File: src/hw/rtl/tsdr_pkg.sv
package tsdr_pkg;

  // Request function: one scratchpad byte, or a report poll
  typedef enum logic {
    FUNC_BYTE = 1'b0,
    FUNC_POLL = 1'b1
  } func_t;

  // Response kind: read finished, or report to send
  typedef enum logic {
    KIND_READ   = 1'b0,
    KIND_REPORT = 1'b1
  } kind_t;

  // Configuration register indexes
  typedef enum logic [2:0] {
    CFG_FAMILY  = 3'd0,
    CFG_OFFSET  = 3'd1,
    CFG_DELTA   = 3'd2,
    CFG_MIN_INT = 3'd3,
    CFG_MAX_INT = 3'd4,
    CFG_EMPTY   = 3'd5,
    CFG_ERROR   = 3'd6
  } cfg_reg_t;

  typedef struct packed {
    func_t       func;
    logic [7:0]  byte_value;
    logic [31:0] now_ms;
  } req_t;

  typedef struct packed {
    kind_t              kind;
    logic signed [15:0] temperature;
    logic               read_failed;
  } rsp_t;

  // Sensor family codes
  localparam logic [7:0] FAM_S20  = 8'h10;
  localparam logic [7:0] FAM_B20  = 8'h28;
  localparam logic [7:0] FAM_1822 = 8'h22;

  // Scratchpad byte positions
  localparam logic [3:0] SP_TEMP_LSB    = 4'd0;
  localparam logic [3:0] SP_TEMP_MSB    = 4'd1;
  localparam logic [3:0] SP_CONFIG      = 4'd4;
  localparam logic [3:0] SP_COUNT_REM   = 4'd6;
  localparam logic [3:0] SP_COUNT_PER_C = 4'd7;
  localparam logic [3:0] SP_CRC         = 4'd8;

  // Kept byte slots
  localparam int KB_LSB = 0;
  localparam int KB_MSB = 1;
  localparam int KB_CFG = 2;
  localparam int KB_REM = 3;
  localparam int KB_PER = 4;
  localparam int KB_NUM = 5;

  // Resolution codes in the config byte (bits 6:5)
  localparam logic [1:0] RES_9BIT  = 2'b00;
  localparam logic [1:0] RES_10BIT = 2'b01;
  localparam logic [1:0] RES_11BIT = 2'b10;

  localparam logic [7:0]  CRC_POLY      = 8'h8C;
  localparam logic [7:0]  S20_PER_C     = 8'h10;
  localparam logic [15:0] S20_EXT_MASK  = 16'hFFF0;
  localparam logic [15:0] S20_EXT_BIAS  = 16'd12;
  localparam logic [7:0]  OFFSET_ZERO   = 8'd127;
  localparam logic [25:0] MS_PER_S      = 26'd1000;
  localparam logic [11:0] TENTHS_PER_C  = 12'd10;
  localparam logic [1:0]  RETRY_MAX     = 2'd3;

  localparam logic signed [15:0] TEMP_MAX = 16'sh7FFF;
  localparam logic signed [15:0] TEMP_MIN = 16'sh8000;

  // Reset values of the registers
  localparam logic [7:0]  RST_FAMILY  = 8'd0;
  localparam logic [7:0]  RST_OFFSET  = 8'd127;
  localparam logic [11:0] RST_DELTA10 = 12'd50;
  localparam logic [25:0] RST_MIN_MS  = 26'd10000;
  localparam logic [25:0] RST_MAX_MS  = 26'd150000;
  localparam logic signed [15:0] RST_EMPTY = -16'sd32767;
  localparam logic signed [15:0] RST_ERROR = 16'sh8000;

  // Dallas CRC8 over one byte, LSB first
  function automatic logic [7:0] crc8_byte(input logic [7:0] crc_in, input logic [7:0] data);
    logic [7:0] c;
    logic       mix;
    c = crc_in;
    for (int i = 0; i < 8; i++) begin
      mix = c[0] ^ data[i];
      c   = c >> 1;
      if (mix) begin
        c = c ^ CRC_POLY;
      end
    end
    return c;
  endfunction

endpackage

File: src/hw/rtl/tsdr_decode.sv
// Raw scratchpad to hundredths of a degree, by sensor family
module tsdr_decode (
  input  logic [7:0]                sensor_family,
  input  logic [7:0]                temp_offset,
  input  logic [tsdr_pkg::KB_NUM-1:0][7:0] kept,
  output logic                      family_known,
  output logic signed [15:0]        temp
);

  logic [15:0]        raw_le;
  logic [15:0]        s20_raw;
  logic [15:0]        s20_ext;
  logic [15:0]        raw;
  logic signed [21:0] r_ext;
  logic signed [21:0] prod;
  logic signed [21:0] off_ext;
  logic signed [21:0] sum;
  logic signed [21:0] quot;

  assign family_known = (sensor_family == tsdr_pkg::FAM_S20) ||
                        (sensor_family == tsdr_pkg::FAM_B20) ||
                        (sensor_family == tsdr_pkg::FAM_1822);

  assign raw_le  = {kept[tsdr_pkg::KB_MSB], kept[tsdr_pkg::KB_LSB]};
  // old part: half-degree value widened, optional count-remain extension
  assign s20_raw = raw_le << 3;
  assign s20_ext = (s20_raw & tsdr_pkg::S20_EXT_MASK) + tsdr_pkg::S20_EXT_BIAS
                   - {8'd0, kept[tsdr_pkg::KB_REM]};

  // pick raw value; newer parts drop undefined low bits per resolution
  always_comb begin
    raw = raw_le;
    if (sensor_family == tsdr_pkg::FAM_S20) begin
      raw = (kept[tsdr_pkg::KB_PER] == tsdr_pkg::S20_PER_C) ? s20_ext : s20_raw;
    end else begin
      unique case (kept[tsdr_pkg::KB_CFG][6:5])
        tsdr_pkg::RES_9BIT:  raw = raw_le & 16'hFFF8;
        tsdr_pkg::RES_10BIT: raw = raw_le & 16'hFFFC;
        tsdr_pkg::RES_11BIT: raw = raw_le & 16'hFFFE;
        default:             raw = raw_le;
      endcase
    end
  end

  // raw*25/4 + offset, rounded toward zero, then saturated
  always_comb begin
    r_ext   = 22'(signed'(raw));
    prod    = (r_ext <<< 4) + (r_ext <<< 3) + r_ext;
    off_ext = 22'(signed'({1'b0, temp_offset})) - 22'(signed'({1'b0, tsdr_pkg::OFFSET_ZERO}));
    sum     = prod + (off_ext <<< 2);
    quot    = (sum + (sum[21] ? 22'sd3 : 22'sd0)) >>> 2;
    if (quot > 22'(tsdr_pkg::TEMP_MAX)) begin
      temp = tsdr_pkg::TEMP_MAX;
    end else if (quot < 22'(tsdr_pkg::TEMP_MIN)) begin
      temp = tsdr_pkg::TEMP_MIN;
    end else begin
      temp = quot[15:0];
    end
  end

endmodule

File: src/hw/rtl/temp_scratchpad_decode_report.sv
// Scratchpad temperature decoder and report scheduler for one sensor channel. A request is
// either one scratchpad byte (nine make a read, checked by CRC8 and for an all-zero pad) or a
// poll carrying the current time in milliseconds. A request is taken into an input register,
// worked in one pass of logic (byte CRC update, family decode and scaling, report decision)
// and its response, if it has one, is then registered in the output register.
// One request is accepted every cycle while the response side keeps up; a response waiting
// in the output register holds the working stage whenever it holds a request, even a byte.
// There is no start-up sweep: the block takes requests straight after reset.
module temp_scratchpad_decode_report (
  input  logic             clk,
  input  logic             rst,
  input  logic             req_valid,
  output logic             req_ready,
  input  tsdr_pkg::req_t   req,
  output logic             rsp_valid,
  input  logic             rsp_ready,
  output tsdr_pkg::rsp_t   rsp,
  input  logic             cfg_we,
  input  logic [2:0]       cfg_index,
  input  logic [15:0]      cfg_data
);

  // configuration
  logic [7:0]         sensor_family;
  logic [7:0]         temp_offset;
  logic [11:0]        delta10;
  logic [25:0]        min_ms;
  logic [25:0]        max_ms;
  logic signed [15:0] empty_marker;
  logic signed [15:0] error_marker;

  // channel state
  logic [3:0]                         byte_count, byte_count_next;
  logic [7:0]                         running_crc, running_crc_next;
  logic                               all_zero_seen, all_zero_seen_next;
  logic [tsdr_pkg::KB_NUM-1:0][7:0]   kept;
  logic signed [15:0]                 current_temp, current_temp_next;
  logic signed [15:0]                 last_sent_temp, last_sent_temp_next;
  logic [31:0]                        last_sent_time, last_sent_time_next;
  logic                               time_started, time_started_next;
  logic [1:0]                         retries_left, retries_left_next;
  logic                               error_reported, error_reported_next;

  // pipeline
  logic             s1_valid;
  tsdr_pkg::req_t   s1_req;
  logic             out_free;
  logic             s1_fire;
  logic             res_valid;
  tsdr_pkg::rsp_t   res;

  // working values
  logic               family_known;
  logic signed [15:0] decoded;
  logic               az;
  logic [31:0]        eff_last;
  logic [31:0]        elapsed;
  logic signed [16:0] diff;
  logic [16:0]        abs_diff;
  logic               send;

  assign out_free  = !rsp_valid || rsp_ready;
  assign s1_fire   = s1_valid && out_free;
  assign req_ready = !s1_valid || out_free;

  // configuration writes; intervals and threshold kept in working units
  always_ff @(posedge clk) begin
    if (rst) begin
      sensor_family <= tsdr_pkg::RST_FAMILY;
      temp_offset   <= tsdr_pkg::RST_OFFSET;
      delta10       <= tsdr_pkg::RST_DELTA10;
      min_ms        <= tsdr_pkg::RST_MIN_MS;
      max_ms        <= tsdr_pkg::RST_MAX_MS;
      empty_marker  <= tsdr_pkg::RST_EMPTY;
      error_marker  <= tsdr_pkg::RST_ERROR;
    end else if (cfg_we) begin
      unique case (cfg_index)
        tsdr_pkg::CFG_FAMILY:  sensor_family <= cfg_data[7:0];
        tsdr_pkg::CFG_OFFSET:  temp_offset   <= cfg_data[7:0];
        tsdr_pkg::CFG_DELTA:   delta10       <= 12'(cfg_data[7:0]) * tsdr_pkg::TENTHS_PER_C;
        tsdr_pkg::CFG_MIN_INT: min_ms        <= 26'(cfg_data) * tsdr_pkg::MS_PER_S;
        tsdr_pkg::CFG_MAX_INT: max_ms        <= 26'(cfg_data) * tsdr_pkg::MS_PER_S;
        tsdr_pkg::CFG_EMPTY:   empty_marker  <= cfg_data;
        tsdr_pkg::CFG_ERROR:   error_marker  <= cfg_data;
        default: ;
      endcase
    end
  end

  tsdr_decode u_decode (
    .sensor_family (sensor_family),
    .temp_offset   (temp_offset),
    .kept          (kept),
    .family_known  (family_known),
    .temp          (decoded)
  );

  // per-request work
  always_comb begin
    byte_count_next     = byte_count;
    running_crc_next    = running_crc;
    all_zero_seen_next  = all_zero_seen;
    current_temp_next   = current_temp;
    last_sent_temp_next = last_sent_temp;
    last_sent_time_next = last_sent_time;
    time_started_next   = time_started;
    retries_left_next   = retries_left;
    error_reported_next = error_reported;
    res_valid           = 1'b0;
    res                 = '0;
    send                = 1'b0;

    az       = all_zero_seen && (s1_req.byte_value == 8'd0);
    eff_last = time_started ? last_sent_time : s1_req.now_ms;
    elapsed  = s1_req.now_ms - eff_last;
    diff     = 17'(current_temp) - 17'(last_sent_temp);
    abs_diff = diff[16] ? 17'(-diff) : 17'(diff);

    if (s1_req.func == tsdr_pkg::FUNC_BYTE) begin
      all_zero_seen_next = az;
      if (byte_count != tsdr_pkg::SP_CRC) begin
        running_crc_next = tsdr_pkg::crc8_byte(running_crc, s1_req.byte_value);
        byte_count_next  = byte_count + 4'd1;
      end else begin
        // ninth byte: check and finish the read
        res_valid = 1'b1;
        res.kind  = tsdr_pkg::KIND_READ;
        if (!family_known) begin
          current_temp_next = empty_marker;
        end else if ((running_crc != s1_req.byte_value) || az) begin
          res.read_failed = 1'b1;
          if (retries_left == 2'd0) begin
            current_temp_next = error_marker;
          end else begin
            if (retries_left == 2'd1) begin
              error_reported_next = 1'b0;
            end
            retries_left_next = retries_left - 2'd1;
          end
        end else begin
          retries_left_next = tsdr_pkg::RETRY_MAX;
          current_temp_next = decoded;
        end
        res.temperature    = current_temp_next;
        byte_count_next    = 4'd0;
        running_crc_next   = 8'd0;
        all_zero_seen_next = 1'b1;
      end
    end else begin
      // poll: the first one starts the clock
      time_started_next   = 1'b1;
      last_sent_time_next = eff_last;
      if ((current_temp != empty_marker) &&
          !((current_temp == error_marker) && error_reported) &&
          !(elapsed < 32'(min_ms))) begin
        send = ((max_ms != 26'd0) && (elapsed >= 32'(max_ms))) ||
               ((delta10 != 12'd0) && (abs_diff >= 17'(delta10)));
      end
      if (send) begin
        last_sent_temp_next = current_temp;
        last_sent_time_next = s1_req.now_ms;
        error_reported_next = 1'b1;
        res_valid           = 1'b1;
        res.kind            = tsdr_pkg::KIND_REPORT;
        res.temperature     = current_temp;
      end
    end
  end

  // channel state update
  always_ff @(posedge clk) begin
    if (rst) begin
      byte_count     <= 4'd0;
      running_crc    <= 8'd0;
      all_zero_seen  <= 1'b1;
      current_temp   <= tsdr_pkg::RST_EMPTY;
      last_sent_temp <= tsdr_pkg::RST_EMPTY;
      last_sent_time <= 32'd0;
      time_started   <= 1'b0;
      retries_left   <= tsdr_pkg::RETRY_MAX;
      error_reported <= 1'b1;
    end else if (s1_fire) begin
      byte_count     <= byte_count_next;
      running_crc    <= running_crc_next;
      all_zero_seen  <= all_zero_seen_next;
      current_temp   <= current_temp_next;
      last_sent_temp <= last_sent_temp_next;
      last_sent_time <= last_sent_time_next;
      time_started   <= time_started_next;
      retries_left   <= retries_left_next;
      error_reported <= error_reported_next;
    end
  end

  // keep the bytes needed for decoding
  always_ff @(posedge clk) begin
    if (s1_fire && (s1_req.func == tsdr_pkg::FUNC_BYTE)) begin
      case (byte_count)
        tsdr_pkg::SP_TEMP_LSB:    kept[tsdr_pkg::KB_LSB] <= s1_req.byte_value;
        tsdr_pkg::SP_TEMP_MSB:    kept[tsdr_pkg::KB_MSB] <= s1_req.byte_value;
        tsdr_pkg::SP_CONFIG:      kept[tsdr_pkg::KB_CFG] <= s1_req.byte_value;
        tsdr_pkg::SP_COUNT_REM:   kept[tsdr_pkg::KB_REM] <= s1_req.byte_value;
        tsdr_pkg::SP_COUNT_PER_C: kept[tsdr_pkg::KB_PER] <= s1_req.byte_value;
        default: ;
      endcase
    end
  end

  // input register
  always_ff @(posedge clk) begin
    if (rst) begin
      s1_valid <= 1'b0;
    end else if (req_valid && req_ready) begin
      s1_valid <= 1'b1;
    end else if (s1_fire) begin
      s1_valid <= 1'b0;
    end
  end

  always_ff @(posedge clk) begin
    if (req_valid && req_ready) begin
      s1_req <= req;
    end
  end

  // output register
  always_ff @(posedge clk) begin
    if (rst) begin
      rsp_valid <= 1'b0;
    end else if (s1_fire) begin
      rsp_valid <= res_valid;
    end else if (rsp_ready) begin
      rsp_valid <= 1'b0;
    end
  end

  always_ff @(posedge clk) begin
    if (s1_fire && res_valid) begin
      rsp <= res;
    end
  end

endmodule

File: config.mk
export PLATFORM = sky130hd
export DESIGN_NAME = temp_scratchpad_decode_report
export DESIGN_NICKNAME = d
export VERILOG_FILES = /design/src/hw/rtl/tsdr_pkg.sv /design/src/hw/rtl/tsdr_decode.sv /design/src/hw/rtl/temp_scratchpad_decode_report.sv
export SDC_FILE = /design/constraint.sdc
export NUM_CORES = 1
export LEC_CHECK = 0
export BUFFER_PORTS_ARGS = -buffer_cell sky130_fd_sc_hd__buf_2
export CORE_MARGIN = 2
export CORE_UTILIZATION = 40
export CTS_CLUSTER_DIAMETER = 50
export DETAILED_ROUTE_END_ITERATION = 16
export GPL_ROUTABILITY_DRIVEN = 0
export SYNTH_ARGS = -nofsm -noshare
export SYNTH_HDL_FRONTEND = slang
export SYNTH_SLANG_ARGS = --single-unit
File: constraint.sdc
create_clock -name clk -period 8.4 [get_ports clk]
set_input_delay 0.84 -clock clk [delete_from_list [all_inputs] [get_ports clk]]
set_output_delay 0.84 -clock clk [all_outputs]
set_load 0.01 [all_outputs]
==> metrics.cfg <==
[run]
max_cap_viol_count=0

[synthesis]
ys_warn_count=0
synth.avg_cell_area_um2=8.942
synth.cell_area_mm2=0.02236
ys_seq_elements=281
ys_seq_area_share_pct=29.32
synth.distinct_cells=91
yosys_most_used_dff=dfxtp_1
synth_edf_count=93
synth_top_area_cell=dfxtp_1
ys_top_cells_by_area=dfxtp_1, edfxtp_1, ha_1
synth_top_area_share_pct=16.83
syn_inst=2501
synth_nets=2858
async_reset_ff_share_pct=0

[finish]
final_area_mm2=0.02478
syn2layout_area_growth_pct=10.82
nets=2879
layout-drive-gt1-share_pct=9.098
final_core_util_pct=44.89
layout_commonest_cell=nand2_1
layout_common_cells=nand2_1, a21oi_1, ha_1

[cts]
root_buffer=clkbuf_16
clkTransAtPathRegs_ns=0.06
h-tree-depth=2
clkSinkCount=281
cts_tree=done
cts_buffer_depth=3
clk_latency_ns=0.55
numCtsBuffers=37

[global_route]
overflow=0
antenna_found_initial=3
grt_pass1_wl_mm=97.61
grt_start_max_net_pins=84
grt_pass1_vias=18670
grt_usage_pct=20.93

[power_and_ir_drop]
p_leak_nw=9.700
power.internal_mw=3.362
combPwrFrac_pct=42.9
p_sw_mw=2.087
clock_power_share_pct=29.2
netSwitchingFraction_pct=38.30
vdd_drop_max_mv=0.1704
power_frac_seq_pct=28.0
p_per_area_mw_per_mm2=219.9

[setup_path]
worstSetupPathType=reg -> reg
crit_arrival_ns=8.18
critPathMaxFanout=15
worst_path_max_delay_cell=fa_1
worstPathRequired_ns=8.70
start_kind=flop
endpoint_kind=flop
slowest_delay_ns=0.51

[timing]
finalCritPeriodShare_pct=93.76
final_hold_viol_count=0
fin_skew_ns=0.02011
period_minus_slack_ns=7.876
setup_tns_ns=0
setup_viol=0
slew-limit-headroom_pct=20.54
worst_pin_slew_ns=1.187
fin_ws_ns=0.5239
clock.fmax_mhz=127.0
slew_viol_final=0

[floorplanning]
chipWidth_um=240.4
num_rows=86
initial_core_util_pct=40.51
core_mm2=0.05520
ios=85
die_area_mm2=0.05781
die_y_um=240.4

[drt]
drc=0
vias=18940
wire_per_inst_um=18.24
drtIter0Drc=1326
drt_pass1_iterations=6
ant_nets=0
viasPerCell=5.740
wl_mm=60.17

[place]
port_buffers=84
post-place-ws_ns=0.4334
place_area_mm2=0.02346
detailedPlacementHpwl_mm=44.74

[outcome]
status=finished clean

[worst_hold_path]
holdCritPathClass=reg -> reg

flip-flops by register name, indices dropped and copies added, names as in the netlist, 18 cells and up:
name / count
s1_req: 41
last_sent_time: 32
max_ms: 23
kept: 34
min_ms: 23
rsp: 18
synthesized netlist by cell type (7+ instances only):
cell	instances
a211oi_1	14
a21o_1	51
a21oi_1	216
a22o_1	14
a22oi_1	8
a31oi_1	41
a32o_1	16
and2_1	10
and3_1	13
and4_1	7
buf_1	10
buf_2	11
clkbuf_1	109
dfxtp_1	188
edfxtp_1	93
fa_1	84
ha_1	208
inv_1	186
mux2i_1	51
nand2_1	273
nand2b_1	32
nand3_1	65
nand4_1	21
nor2_1	110
nor2b_1	11
nor3_1	36
nor4_1	23
nor4b_1	33
o2111a_1	7
o2111ai_1	43
o211ai_1	45
o21a_1	27
o21ai_0	59
o21ai_1	13
o21bai_1	17
o22ai_1	12
o22ai_2	10
o311ai_1	32
or2_2	11
or3_1	18
xnor2_1	108
xor2_1	64
worst paths after layout:
kind              cells past startpoint                      to  slack [ns]                    from
setup / recovery                     31        rsp[3]$_DFFE_PP_        0.52       kept[1]$_DFFE_PP_
setup reg to reg                     31        rsp[3]$_DFFE_PP_        0.52       kept[1]$_DFFE_PP_
hold / removal                        2  min_ms[6]$_SDFFE_PP0P_        0.46  min_ms[6]$_SDFFE_PP0P_
hold reg to reg                       2  min_ms[6]$_SDFFE_PP0P_        0.46  min_ms[6]$_SDFFE_PP0P_
routing by layer:
| layer | track usage, % | wire [µm] | vias to the layer above |
|---|---|---|---|
| met5 | 0 | 22 | - |
| met4 | 5.966 | 1315 | 4 |
| met3 | 3.065 | 3311 | 89 |
| met2 | 34.38 | 27890 | 502 |
| met1 | 28.50 | 27630 | 9156 |
| li1 | - | - | 9186 |
layout make-up:
type                    count  area (µm²)
diodes                      1       2.502
clock buffers              48        1092
clock inverters            19       163.9
fillers                  5316       30420
inverters                 186       698.2
multi-input cells        1901       14650
flip-flops and latches    281        6560
well taps                 748       935.9
repair buffers            115       675.6
cell families after synthesis:
logic type	Yosys count	share of synthesized area, %
flops	281	29.32
simple gates	689	15.11
buf+inv	319	5.517
xor+xnor	172	6.736
fa+ha+maj	292	19.16
mux	53	2.383
compound gates	695	21.78
worst max-delay path: cells and delay by family, from the launching register on:
kind	cells	cell delay [ns]
xor+xnor	2	0.40
compound gates	15	3.32
mux	1	0.21
fa+ha+maj	5	2.02
simple gates	4	0.81
buf+inv	4	0.47
flops	1	0.42
power groups by stage:
stage / Sequential, mW / Combinational, mW / Clock, mW
after floorplan: 1.53 / 1.78 / 0
after global placement: 1.55 / 2.25 / 0
after global routing: 1.53 / 2.62 / 1.68
final: 1.52 / 2.34 / 1.59
after CTS: 1.52 / 2.32 / 1.63
after detailed placement: 1.55 / 2.30 / 0
stage by stage:
| step | hold WS, ns | power (mW) | cells |
|---|---|---|---|
| after floorplan | 0.4360 | 3.313 | 2501 |
| final | 0.4555 | 5.449 | 3299 |
| after global placement | 0.4445 | 3.803 | 3228 |
| after CTS | 0.4287 | 5.467 | 3295 |
| after detailed placement | 0.4493 | 3.852 | 3228 |
| after global routing | 0.4427 | 5.831 | 3298 |
repair_timing:
action,CTS,global route
gates resized for setup,0,6
hold endpoints to repair,0,0
endpoints found under the setup margin,0,27
hold buffers,0,0
setup buffers,0,2
No activity file was read; power rests on OpenSTA's default activity.
